$ cat src/rtl/pwmpwd_pkg.sv
package pwmpwd_pkg;

    localparam int WIDTH_W    = 16;
    localparam int BITS_W     = 6;
    localparam int SERIAL_W   = 20;
    localparam int BUTTON_W   = 4;
    localparam int PACKET_W   = 40;
    localparam int PIDX_W     = 4;
    localparam int MIN_PULSES = 14;
    localparam int TDATA_IN_W = 16;
    localparam int TDATA_OUT_W = 72;
    localparam int ADDR_W     = 5;

    localparam logic [WIDTH_W-1:0] ZERO_LO_RST     = 16'd200;
    localparam logic [WIDTH_W-1:0] ZERO_HI_RST     = 16'd720;
    localparam logic [WIDTH_W-1:0] ONE_LO_RST      = 16'd600;
    localparam logic [WIDTH_W-1:0] ONE_HI_RST      = 16'd2160;
    localparam logic [WIDTH_W-1:0] FLOAT_ABOVE_RST = 16'd2800;
    localparam logic [WIDTH_W-1:0] SYNC_ABOVE_RST  = 16'd3600;
    localparam logic [BITS_W-1:0]  MIN_BITS_RST    = 6'd20;
    localparam logic [BITS_W-1:0]  MAX_BITS_RST    = 6'd40;

    typedef enum logic [2:0] {
        REG_ZERO_LO     = 3'd0,
        REG_ZERO_HI     = 3'd1,
        REG_ONE_LO      = 3'd2,
        REG_ONE_HI      = 3'd3,
        REG_FLOAT_ABOVE = 3'd4,
        REG_SYNC_ABOVE  = 3'd5,
        REG_MIN_BITS    = 3'd6,
        REG_MAX_BITS    = 3'd7
    } reg_idx_t;

    typedef struct packed {
        logic [WIDTH_W-1:0] zero_lo;
        logic [WIDTH_W-1:0] zero_hi;
        logic [WIDTH_W-1:0] one_lo;
        logic [WIDTH_W-1:0] one_hi;
        logic [WIDTH_W-1:0] float_above;
        logic [WIDTH_W-1:0] sync_above;
        logic [BITS_W-1:0]  min_bits;
        logic [BITS_W-1:0]  max_bits;
    } cfg_t;

    typedef struct packed {
        logic [BITS_W-1:0]   bit_total;
        logic [PACKET_W-1:0] packet_bits;
        logic [BUTTON_W-1:0] button_code;
        logic [SERIAL_W-1:0] serial_number;
        logic                packet_valid;
    } result_t;

endpackage

$ cat src/rtl/pwmpwd_core.sv
module pwmpwd_core
    import pwmpwd_pkg::*;
#(
    parameter int SYNC_WINDOW = 6,
    parameter int DATA_BITS   = 40
) (
    input  logic               aclk,
    input  logic               aresetn,
    input  logic               pulse_valid,
    input  logic [WIDTH_W-1:0] pulse_width,
    input  logic               last_pulse,
    input  cfg_t               cfg,
    output result_t            res,
    output logic               res_valid
);

    localparam int CW   = $clog2(DATA_BITS + 1);
    localparam int CMPW = (CW > BITS_W) ? CW : BITS_W;
    localparam logic [CMPW-1:0]   DATA_BITS_C  = CMPW'(DATA_BITS);
    localparam logic [PIDX_W-1:0] SYNC_W_C     = PIDX_W'(SYNC_WINDOW);
    localparam logic [PIDX_W-1:0] MIN_PULSES_C = PIDX_W'(MIN_PULSES);

    logic [DATA_BITS-1:0] shift_reg, shift_next;
    logic [CW-1:0]        bits_reg, bits_next;
    logic [PIDX_W-1:0]    pidx_reg, pidx_next;
    logic                 sync_reg, sync_next;
    logic                 stop_reg, stop_next;

    logic [CMPW-1:0]      max_ext, min_ext, limit, bits_ext, bits_inc_ext, bits_out_ext;
    logic [CW-1:0]        bits_inc;
    logic                 sync_hit, is_short, is_long, is_float, bit_ok;
    logic [PACKET_W+DATA_BITS-1:0] pkt_ext;
    logic [PACKET_W-1:0]  pkt;

    always_comb begin
        max_ext      = CMPW'(cfg.max_bits);
        min_ext      = CMPW'(cfg.min_bits);
        limit        = (max_ext < DATA_BITS_C) ? max_ext : DATA_BITS_C;
        bits_ext     = CMPW'(bits_reg);
        bits_inc     = bits_reg + CW'(1);
        bits_inc_ext = CMPW'(bits_inc);

        sync_hit = (pidx_reg < SYNC_W_C) && !sync_reg && (pulse_width > cfg.sync_above);
        is_short = (pulse_width >= cfg.zero_lo) && (pulse_width <= cfg.zero_hi);
        is_long  = (pulse_width >= cfg.one_lo) && (pulse_width <= cfg.one_hi);
        is_float = pulse_width > cfg.float_above;
        bit_ok   = is_short || is_long || is_float;

        shift_next = shift_reg;
        bits_next  = bits_reg;
        sync_next  = sync_reg;
        stop_next  = stop_reg;

        if (sync_hit) begin
            sync_next  = 1'b1;
            shift_next = '0;
            bits_next  = '0;
            stop_next  = 1'b0;
        end else if (!stop_reg) begin
            if (bits_ext >= limit || !bit_ok) begin
                stop_next = 1'b1;
            end else begin
                shift_next = {shift_reg[DATA_BITS-2:0], !is_short};
                bits_next  = bits_inc;
                if (bits_inc_ext >= limit) begin
                    stop_next = 1'b1;
                end
            end
        end

        pidx_next = (pidx_reg < MIN_PULSES_C) ? pidx_reg + PIDX_W'(1) : pidx_reg;

        pkt_ext      = {{PACKET_W{1'b0}}, shift_next};
        pkt          = pkt_ext[PACKET_W-1:0];
        bits_out_ext = CMPW'(bits_next);

        res.packet_valid  = (pidx_next >= MIN_PULSES_C) && (bits_out_ext >= min_ext);
        res.serial_number = pkt[SERIAL_W-1:0];
        res.button_code   = pkt[SERIAL_W+BUTTON_W-1:SERIAL_W];
        res.packet_bits   = pkt;
        res.bit_total     = bits_out_ext[BITS_W-1:0];
        res_valid         = pulse_valid && last_pulse;
    end

    always_ff @(posedge aclk) begin
        if (!aresetn || res_valid) begin
            shift_reg <= '0;
            bits_reg  <= '0;
            pidx_reg  <= '0;
            sync_reg  <= 1'b0;
            stop_reg  <= 1'b0;
        end else if (pulse_valid) begin
            shift_reg <= shift_next;
            bits_reg  <= bits_next;
            pidx_reg  <= pidx_next;
            sync_reg  <= sync_next;
            stop_reg  <= stop_next;
        end
    end

endmodule

$ cat src/rtl/pwm_pulse_width_decoder_unit.sv
// a burst's result is registered into the output stage, or into its skid entry, on the last-pulse transfer
// throughput: one pulse per cycle while s_tready is high, set by the classify and shift step
// a two-entry output stage keeps s_tready high while one result waits on m_tready
// reset: synchronous on aresetn low; registers return to defaults, burst state clears
module pwm_pulse_width_decoder_unit
    import pwmpwd_pkg::*;
#(
    parameter int SYNC_WINDOW = 6,
    parameter int DATA_BITS   = 40
) (
    input  logic                   aclk,
    input  logic                   aresetn,
    input  logic                   s_tvalid,
    output logic                   s_tready,
    input  logic [TDATA_IN_W-1:0]  s_tdata,   // pulse_width[15:0]
    input  logic                   s_tlast,
    output logic                   m_tvalid,
    input  logic                   m_tready,
    // packet_valid, serial_number[20], button_code[4], packet_bits[40], bit_total[6], pad
    output logic [TDATA_OUT_W-1:0] m_tdata,
    input  logic                   psel,
    input  logic                   penable,
    input  logic                   pwrite,
    input  logic [ADDR_W-1:0]      paddr,
    input  logic [31:0]            pwdata,
    output logic [31:0]            prdata,
    output logic                   pready
);

    cfg_t     cfg_reg;
    result_t  core_res, out_reg, skid_reg;
    logic     core_res_valid, out_valid_reg, skid_valid_reg;
    logic     s_xfer, m_xfer, cfg_wr;
    reg_idx_t cfg_idx;

    assign pready  = 1'b1;
    assign cfg_idx = reg_idx_t'(paddr[4:2]);
    assign cfg_wr  = psel && penable && pwrite && pready;

    always_ff @(posedge aclk) begin
        if (!aresetn) begin
            cfg_reg.zero_lo     <= ZERO_LO_RST;
            cfg_reg.zero_hi     <= ZERO_HI_RST;
            cfg_reg.one_lo      <= ONE_LO_RST;
            cfg_reg.one_hi      <= ONE_HI_RST;
            cfg_reg.float_above <= FLOAT_ABOVE_RST;
            cfg_reg.sync_above  <= SYNC_ABOVE_RST;
            cfg_reg.min_bits    <= MIN_BITS_RST;
            cfg_reg.max_bits    <= MAX_BITS_RST;
        end else if (cfg_wr) begin
            unique case (cfg_idx)
                REG_ZERO_LO:     cfg_reg.zero_lo     <= pwdata[WIDTH_W-1:0];
                REG_ZERO_HI:     cfg_reg.zero_hi     <= pwdata[WIDTH_W-1:0];
                REG_ONE_LO:      cfg_reg.one_lo      <= pwdata[WIDTH_W-1:0];
                REG_ONE_HI:      cfg_reg.one_hi      <= pwdata[WIDTH_W-1:0];
                REG_FLOAT_ABOVE: cfg_reg.float_above <= pwdata[WIDTH_W-1:0];
                REG_SYNC_ABOVE:  cfg_reg.sync_above  <= pwdata[WIDTH_W-1:0];
                REG_MIN_BITS:    cfg_reg.min_bits    <= pwdata[BITS_W-1:0];
                REG_MAX_BITS:    cfg_reg.max_bits    <= pwdata[BITS_W-1:0];
                default:         cfg_reg             <= cfg_reg;
            endcase
        end
    end

    always_comb begin
        unique case (cfg_idx)
            REG_ZERO_LO:     prdata = 32'(cfg_reg.zero_lo);
            REG_ZERO_HI:     prdata = 32'(cfg_reg.zero_hi);
            REG_ONE_LO:      prdata = 32'(cfg_reg.one_lo);
            REG_ONE_HI:      prdata = 32'(cfg_reg.one_hi);
            REG_FLOAT_ABOVE: prdata = 32'(cfg_reg.float_above);
            REG_SYNC_ABOVE:  prdata = 32'(cfg_reg.sync_above);
            REG_MIN_BITS:    prdata = 32'(cfg_reg.min_bits);
            REG_MAX_BITS:    prdata = 32'(cfg_reg.max_bits);
            default:         prdata = '0;
        endcase
    end

    assign s_tready = !skid_valid_reg;
    assign s_xfer   = s_tvalid && s_tready;
    assign m_xfer   = m_tvalid && m_tready;

    pwmpwd_core #(
        .SYNC_WINDOW (SYNC_WINDOW),
        .DATA_BITS   (DATA_BITS)
    ) u_core (
        .aclk        (aclk),
        .aresetn     (aresetn),
        .pulse_valid (s_xfer),
        .pulse_width (s_tdata[WIDTH_W-1:0]),
        .last_pulse  (s_tlast),
        .cfg         (cfg_reg),
        .res         (core_res),
        .res_valid   (core_res_valid)
    );

    // output register with skid entry
    always_ff @(posedge aclk) begin
        if (!aresetn) begin
            out_valid_reg  <= 1'b0;
            skid_valid_reg <= 1'b0;
        end else if (!out_valid_reg || m_xfer) begin
            if (skid_valid_reg) begin
                out_valid_reg  <= 1'b1;
                skid_valid_reg <= core_res_valid;
            end else begin
                out_valid_reg  <= core_res_valid;
            end
        end else if (core_res_valid) begin
            skid_valid_reg <= 1'b1;
        end
    end

    always_ff @(posedge aclk) begin
        if (!out_valid_reg || m_xfer) begin
            out_reg <= skid_valid_reg ? skid_reg : core_res;
            if (core_res_valid) begin
                skid_reg <= core_res;
            end
        end else if (core_res_valid) begin
            skid_reg <= core_res;
        end
    end

    assign m_tvalid = out_valid_reg;
    assign m_tdata  = {1'b0, out_reg};

endmodule

$ cat config.mk
export PLATFORM = sky130hd
export DESIGN_NAME = pwm_pulse_width_decoder_unit
export DESIGN_NICKNAME = d
export VERILOG_FILES = /design/src/rtl/pwmpwd_pkg.sv /design/src/rtl/pwmpwd_core.sv /design/src/rtl/pwm_pulse_width_decoder_unit.sv
export SDC_FILE = /design/constraint.sdc
export NUM_CORES = 1
export LEC_CHECK = 0
export BUFFER_PORTS_ARGS = -buffer_cell sky130_fd_sc_hd__buf_2
export CAP_MARGIN = 10
export CORE_MARGIN = 4
export CORE_UTILIZATION = 60
export CTS_CLUSTER_SIZE = 40
export DETAILED_ROUTE_END_ITERATION = 10
export PLACE_DENSITY = 0.81
export SKIP_CTS_REPAIR_TIMING = 1
export SLEW_MARGIN = 20
export SYNTH_ARGS = -nofsm -noshare
export SYNTH_HDL_FRONTEND = slang
export SYNTH_SLANG_ARGS = --single-unit
$ cat constraint.sdc
create_clock -name aclk -period 5.32 [get_ports aclk]
set_clock_uncertainty 0.1 [all_clocks]
set_input_delay 0.532 -clock aclk [delete_from_list [all_inputs] [get_ports aclk]]
set_output_delay 0.532 -clock aclk [all_outputs]
set_load 0.02 [all_outputs]
==> metrics.md, run 1 <==
| Metric | Value |
|---|---|
| DRT Pass-1 Iters | 6 |
| Fin crit share | 0.895 |
| Internal power | 3330 uW |
| Netlist cell types | 69 |
| CTS tree | built |
| Crit Reg-Reg Startpoint | cfg_reg[4] |
| Leakage | 0.00654 uW |
| Largest net degree at the start of global routing | 114 |
| Fmax achieved | 210 MHz |
| Area of the multi-input gates | 0.00807 sq mm |
| Worst Path Required | 5500 ps |
| Crit path DAT | 4940 ps |
| Hold Crit Class | input pin to register |
| Crit. Startpoint | cfg_reg[4] |
| CTS Root Cell | clkbuf_16 |
| Gpl congestion | 0.986 |
| Register area | 0.00607 sq mm |
| Worst rel slew slack | 0.268 |
| Hold Violations, Final | 0 |
| Clk network pwr share | 0.412 |
| Fillers | 2043 |
| CP peak stage delay | 650 ps |
| Worst path slowest cell | buf_4 |
| Via density | 6.56 |
| Crit Path Max Fanout | 64 |
| Peak VDD IR | 0.254 mV |
| ANT cells | 0 |
| Crit path cell chain | o21ai_0 > and2_1 > ha_1 > nand2b_1 > a21o_1 > a21oi_2 > o21ai_2 > buf_4 > a211oi_4 > buf_4 > o31ai_1 > a21oi_1 > ha_1 > a21o_1 > a21o_1 > a21o_1 > a21o_1 > a21oi_1 > o41ai_1 |
| YS warnings | 0 |
| Total Neg Setup Slack | 0 ps |
| Cell seen most often among critical-path stages | a21o_1 |
| Detail Route Antenna Nets | 0 |
| Worst-margin pin slew | 1090 ps |
| Status | complete, no violations |
| DP Cell Count | 2014 |
| DRC Markers | 0 |
| Max reg flops | 108 |
| PortBufs | 131 |
| Flop pwr share | 0.452 |
| Clk buf depth | 3 |
| Syn_area_per_cell | 9.08 sq um |
| Switching power total | 1270 uW |
| Seq/Total Area, Yosys | 0.395 |
| Clock Sinks | 256 |
| CORE AREA | 0.0252 sq mm |
| Clk slew on worst S/H paths | 60 ps |
| Num ports | 168 |
| Hold_ws | 199 ps |
| Post-Synthesis Cells | 1691 |
| Final setup fails | 0 |
| Post-synth ARST share | 0 |
| Max Slew Vio Count | 0 |
| Max-Cap Viols | 0 |
| GRT Util Overall | 0.289 |
| Register bit count reported by yosys | 256 |
| Vias in the first global route | 12900 |
| Die width | 168 um |
| Die ar. | 0.0282 sq mm |
| Final Critical Period | 4760 ps |
| Die height | 168 um |
| Fin cells | 2062 |
| Antenna violations before repair | 0 |
| Dpl hpwl | 27.5 mm |
| Buf/Inv on CP | 2 |
| # nets final | 1891 |
| Num CTS Buffers | 28 |
| Post-synth EDFFs | 94 |
| Synth Cell Area | 0.0154 sq mm |
| H-tree depth | 1 |
| Hold path startpoint | pwdata[9] |
| Wire per inst | 20.5 um |
| Final core utilization | 0.664 |
| Crit end category | register |
| Total gr overflow | 0 |
| Synth-to-layout area growth | 8.85% |
| Worst Setup Start Kind | register |
| Total wire length | 42.3 mm |
| Unrepaired setup endpoints after global routing | no |
| Crit Path Category | register to register |
| PwrDens | 275 mW/mm^2 |
| DR vias | 13500 |
| Initial DRC Count | 1671 |
| Total power | 4600 uW |
| Main flop type after synthesis | dfxtp_1 |
| Combinational power share | 0.136 |
| First-pass GRT wire length | 68.0 mm |
| Initial Util | 0.610 |
| Share of cells above drive strength 1 | 0.134 |
| CP delay by family, top | compound AO/OA/AOI/OAI gates |
| Cell Rows | 58 |
| Worst skew pair latency | 560 ps |
| R2R Setup Slk | 560 ps |
| Switching portion of total power | 0.276 |
power by group through the flow:
| stage | clock (uW) | combinational (uW) | sequential (uW) |
|---|---|---|---|
| after floorplan | 0 | 416 | 2140 |
| after global placement | 0 | 600 | 2120 |
| after detailed placement | 0 | 608 | 2120 |
| after CTS | 1920 | 611 | 2080 |
| after global routing | 2000 | 667 | 2080 |
| final | 1900 | 623 | 2080 |
synth_stat cells, types with 12 or more instances:
cell,count,share of area
a221o_1,32,0.021
a21oi_1,87,0.028
inv_1,106,0.026
clkbuf_1,82,0.020
nor2_1,51,0.012
a311oi_1,26,0.015
a22oi_1,12,0.0059
ha_1,116,0.095
buf_1,14,0.0034
o21ai_0,40,0.013
buf_2,31,0.010
a21o_1,22,0.011
nor4b_1,19,0.011
nand2_1,259,0.063
dfxtp_1,162,0.21
mux2i_1,25,0.016
o311ai_0,14,0.0080
buf_4,48,0.023
o31ai_1,48,0.023
a22o_1,42,0.024
nand3_1,17,0.0055
nand4_1,57,0.023
a21boi_0,75,0.037
edfxtp_1,94,0.18
o211ai_1,37,0.018
nor2b_1,15,0.0061
final timing paths:
check,depth (start not counted),endpoint
hold / removal,3,cfg_reg[101]
setup / recovery,19,m_tdata[0]
setup reg to reg,19,m_tdata[0]
hold reg to reg,2,cfg_reg[79]
layout by cell type, fill, tap and decap left out, types with 9 or more instances in the layout:
master,Yosys,routed
nand2_1,259,259
dfxtp_1,162,161
buf_2,31,131
ha_1,116,116
inv_1,106,104
edfxtp_1,94,94
a21oi_1,87,87
a21boi_0,75,75
nand4_1,57,57
nor2_1,51,50
o31ai_1,48,48
a22o_1,42,42
o21ai_0,40,40
o211ai_1,37,37
a221o_1,32,31
clkbuf_16,0,30
buf_4,48,29
a311oi_1,26,26
mux2i_1,25,25
a21o_1,22,22
nor4b_1,19,19
conb_1,2,18
nand3_1,17,17
nor2b_1,15,15
o311ai_0,14,14
a22oi_1,12,12
o22ai_1,11,11
o31a_1,11,11
or3_1,10,10
clkbuf_1,82,9
area by class of cell:
class / instances / share of cell area
clock inverter: 3 / 0.00165
sequential: 256 / 0.363
timing repair buffer: 160 / 0.0522
multi-input combinational: 1162 / 0.483
tap: 330 / 0.0247
clock buffer: 45 / 0.0519
inverter: 106 / 0.0240
through the flow:
step,area (sq um),setup slack (ps)
2_1_floorplan,15400,1080
3_3_place_gp,15800,474
3_5_place_dp,15800,446
4_1_cts,16700,587
5_1_grt,16700,325
6_report,16700,557
cells by family (layout without fill, tap and decap cells):
logic type | after synthesis | in the layout | synth area share
AND/OR/NAND/NOR | 477 | 477 | 0.145
buffers and inverters | 289 | 314 | 0.0884
AO/OA/AOI/OAI | 516 | 516 | 0.250
other | 2 | 18 | 0.000489
flip-flops | 256 | 256 | 0.395
multiplexers | 30 | 30 | 0.0229
XOR/XNOR | 5 | 5 | 0.00285
adder cells (fa/ha/maj) | 116 | 116 | 0.0945
worst register-to-register path, delay by kind of cell, from the launching register on:
kind,cells,cell delay (ps)
AO/OA/AOI/OAI,13,2240
adder cells (fa/ha/maj),2,540
flip-flops,1,420
buffers and inverters,2,830
AND/OR/NAND/NOR,2,340
layer usage:
metal	GRT usage	up-vias	part of all wire	routed length, um
met5	0	-	0	0
met2	0.485	690	0.48	20400
met1	0.385	6446	0.39	16600
li1	-	6256	-	-
met4	0.113	0	0.043	1800
met3	0.0336	133	0.082	3460
Note: power is estimated with default switching activity, not from simulation.
==> inputs of run 2 (changes only) <==
--- a/config.mk
+++ b/config.mk
@@ -7,6 +7,7 @@
 export LEC_CHECK = 0
 export BUFFER_PORTS_ARGS = -buffer_cell sky130_fd_sc_hd__buf_2
 export CAP_MARGIN = 10
+export CORE_ASPECT_RATIO = 1.4
 export CORE_MARGIN = 4
 export CORE_UTILIZATION = 60
 export CTS_CLUSTER_SIZE = 40
==> run 2 against run 1 <==
Combinational power hardly changed; final cell count shrank 0.48%; first-iteration DRC count decreased by 8.7%; maximum frequency down 4.6%; critical path depth fell by 1; sequential share of layout area hardly changed; clock power about the same; highest routed layer is now met5; sequential power hardly changed; setup slack got worse by 230 ps.
==> metrics.md, run 2 (synthesized netlist as in run 1, its figures left out) <==
| Metric | Value |
|---|---|
| Total Neg Setup Slack | 0 ps (unchanged) |
| Initial DRC Count | 1525 (-8.7%) |
| Clock Sinks | 256 (unchanged) |
| Leakage | 0.00654 uW (about the same) |
| Worst Path Required | 5480 ps (-20 ps) |
| DRC Markers | 0 (unchanged) |
| Clk buf depth | 3 (unchanged) |
| Antenna violations before repair | 1 (+1) |
| CORE AREA | 0.0253 sq mm (+0.45%) |
| Num ports | 168 (unchanged) |
| Largest net degree at the start of global routing | 74 (-35%) |
| Fmax achieved | 200 MHz (-4.6%) |
| Critical Path Stages | 18 (-1) |
| Reg2reg end | m_tdata[0] |
| Synth-to-layout area growth | 8.75% (about the same) |
| Detail Route Antenna Nets | 0 (unchanged) |
| Peak VDD IR | 0.400 mV (+58%) |
| First-pass GRT wire length | 69.3 mm (+1.9%) |
| Dpl hpwl | 28.9 mm (+5.1%) |
| Pre-CTS setup slack | 466 ps (+19.2 ps) |
| Crit end category | register |
| Crit Reg-Reg Startpoint | cfg_reg[4] |
| Register-to-Register Path Depth | 18 (-1) |
| Buf/Inv on CP | 1 (-1) |
| Crit. Startpoint | cfg_reg[4] |
| GRT Util Overall | 0.301 (+0.0124) |
| PwrDens | 278 mW/mm^2 (+0.88%) |
| Cell Rows | 69 (+19%) |
| Fillers | 2068 (+1.2%) |
| DRT Pass-1 Iters | 5 (-1) |
| Final setup fails | 0 (unchanged) |
| CP delay by family, top | compound AO/OA/AOI/OAI gates |
| H-tree depth | 1 (unchanged) |
| Cell seen most often among critical-path stages | a21o_1 |
| # nets final | 1890 (-0.053%) |
| Total wire length | 43.7 mm (+3.4%) |
| Die height | 197 um (+17%) |
| Via density | 6.59 (+0.41%) |
| Crit path cell chain | o21ai_0 > and2_1 > ha_1 > nand2b_1 > a21o_1 > a21oi_2 > o21ai_2 > nor4_2 > buf_4 > o31ai_1 > a21oi_1 > ha_1 > a21o_1 > a21o_1 > a21o_1 > a21o_1 > a21oi_1 > o41ai_1 |
| Gpl congestion | 0.955 (-3.2%) |
| Post-route design area | 0.0167 sq mm (about the same) |
| Die ar. | 0.0283 sq mm (+0.13%) |
| R2R Setup Slk | 330 ps (-230 ps) |
| Max Slew Vio Count | 0 (unchanged) |
| Status | complete, no violations |
| Most frequent cells in the layout | nand2_1 (259), dfxtp_1 (161), buf_2 (131) |
| Clk slew on worst S/H paths | 60 ps (about the same) |
| Worst Setup Start Kind | register |
| Wire per inst | 21.3 um (+3.9%) |
| Dpl cell area | 0.0158 sq mm (about the same) |
| Initial Util | 0.607 (-0.00275) |
| PortBufs | 131 (unchanged) |
| Worst rel slew slack | 0.212 (-0.0568) |
| CP peak stage delay | 680 ps (+30 ps) |
| CTS tree | built |
| Vias in the first global route | 13000 (+1.4%) |
| Final Critical Period | 4990 ps (+230 ps) |
| Max-Cap Viols | 0 (unchanged) |
| Hold Violations, Final | 0 (unchanged) |
| Most common cell after layout, fill and taps aside | nand2_1 |
| Share of cells above drive strength 1 | 0.136 (+0.00223) |
| DR vias | 13500 (-0.081%) |
| Unrepaired setup endpoints after global routing | no |
| CTS Root Cell | clkbuf_16 |
| Die width | 143 um (-15%) |
| ANT cells | 0 (unchanged) |
| Crit path DAT | 5150 ps (+210 ps) |
| Total gr overflow | 0 (unchanged) |
| Worst-margin pin slew | 1180 ps (+90.7 ps) |
| Setup ws final | 327 ps (-230 ps) |
| Worst path slowest cell | buf_4 |
| Max reg flops | 108 (unchanged) |
| CP endpoint | m_tdata[0] |
| Hold Crit Class | input pin to register |
| Crit Path Category | register to register |
| Hold_ws | 197 ps (-2.02 ps) |
| Crit Path Max Fanout | 64 (unchanged) |
| Fin crit share | 0.939 (+0.0432) |
| Worst skew pair latency | 540 ps (-20 ps) |
| Num CTS Buffers | 26 (-7.1%) |
[run 2: changes by cell type in the layout (fill, tap and decap cells not counted), moves of 2 or more]
cell	change
bufinv_16	+4
clkbuf_1	-3
clkbuf_16	-3
clkbuf_8	-5
clkinv_2	+6
clkinvlp_4	+2
inv_4	-2
[run 2: worst min path at each step]
stage | startpoint | endpoint | slack [ps] | cells past startpoint
2_1_floorplan | u_core.sync_reg | u_core.sync_reg | 340 | 1
3_5_place_dp | cfg_reg[94] | cfg_reg[94] | 360 | 2
3_3_place_gp | cfg_reg[77] | cfg_reg[77] | 350 | 2
4_1_cts | pwdata[15] | cfg_reg[107] | 170 | 3
6_report | pwdata[15] | cfg_reg[107] | 200 | 3
5_1_grt | pwdata[14] | cfg_reg[58] | 210 | 3
[run 2: worst min-delay path, stage by stage]
cell      delay [ps]
buf_2            130
nand2_1           60
a21boi_0          60
[run 2: area by class of cell]
class | count | area, sq um | share of cell area
Multi-Input combinational cell | 1162 | 8070 | 0.483
Sequential cell | 256 | 6070 | 0.363
Timing Repair Buffer | 161 | 881 | 0.0527
Clock buffer | 34 | 712 | 0.0426
Tap cell | 319 | 399 | 0.0239
Inverter | 106 | 398 | 0.0238
Clock inverter | 14 | 174 | 0.0104
[run 2: metrics by stage]
stage	cells	total power, uW	util
final	2052	4640	0.660
after global routing	2052	4780	0.660
after CTS	2052	4640	0.660
after detailed placement	2004	2730	0.625
after global placement	2004	2720	0.625
after floorplan	1707	2560	-
[run 2: report_power, final]
group          internal [uW]  switching (uW)  total [uW]
clock                   1140             795        1930
combinational            159             466         625
sequential              2060            18.3        2080
total                   3360            1280        4640
[run 2: routing by layer]
metal / share of wire / global-route usage / up-vias / wire (um)
met1: 0.37 / 0.371 / 6420 / 16300
met2: 0.49 / 0.522 / 684 / 21600
met5: 0.00030 / 0 / - / 13
li1: - / - / 6256 / -
met4: 0.056 / 0.149 / 2 / 2460
met3: 0.075 / 0.0344 / 152 / 3270
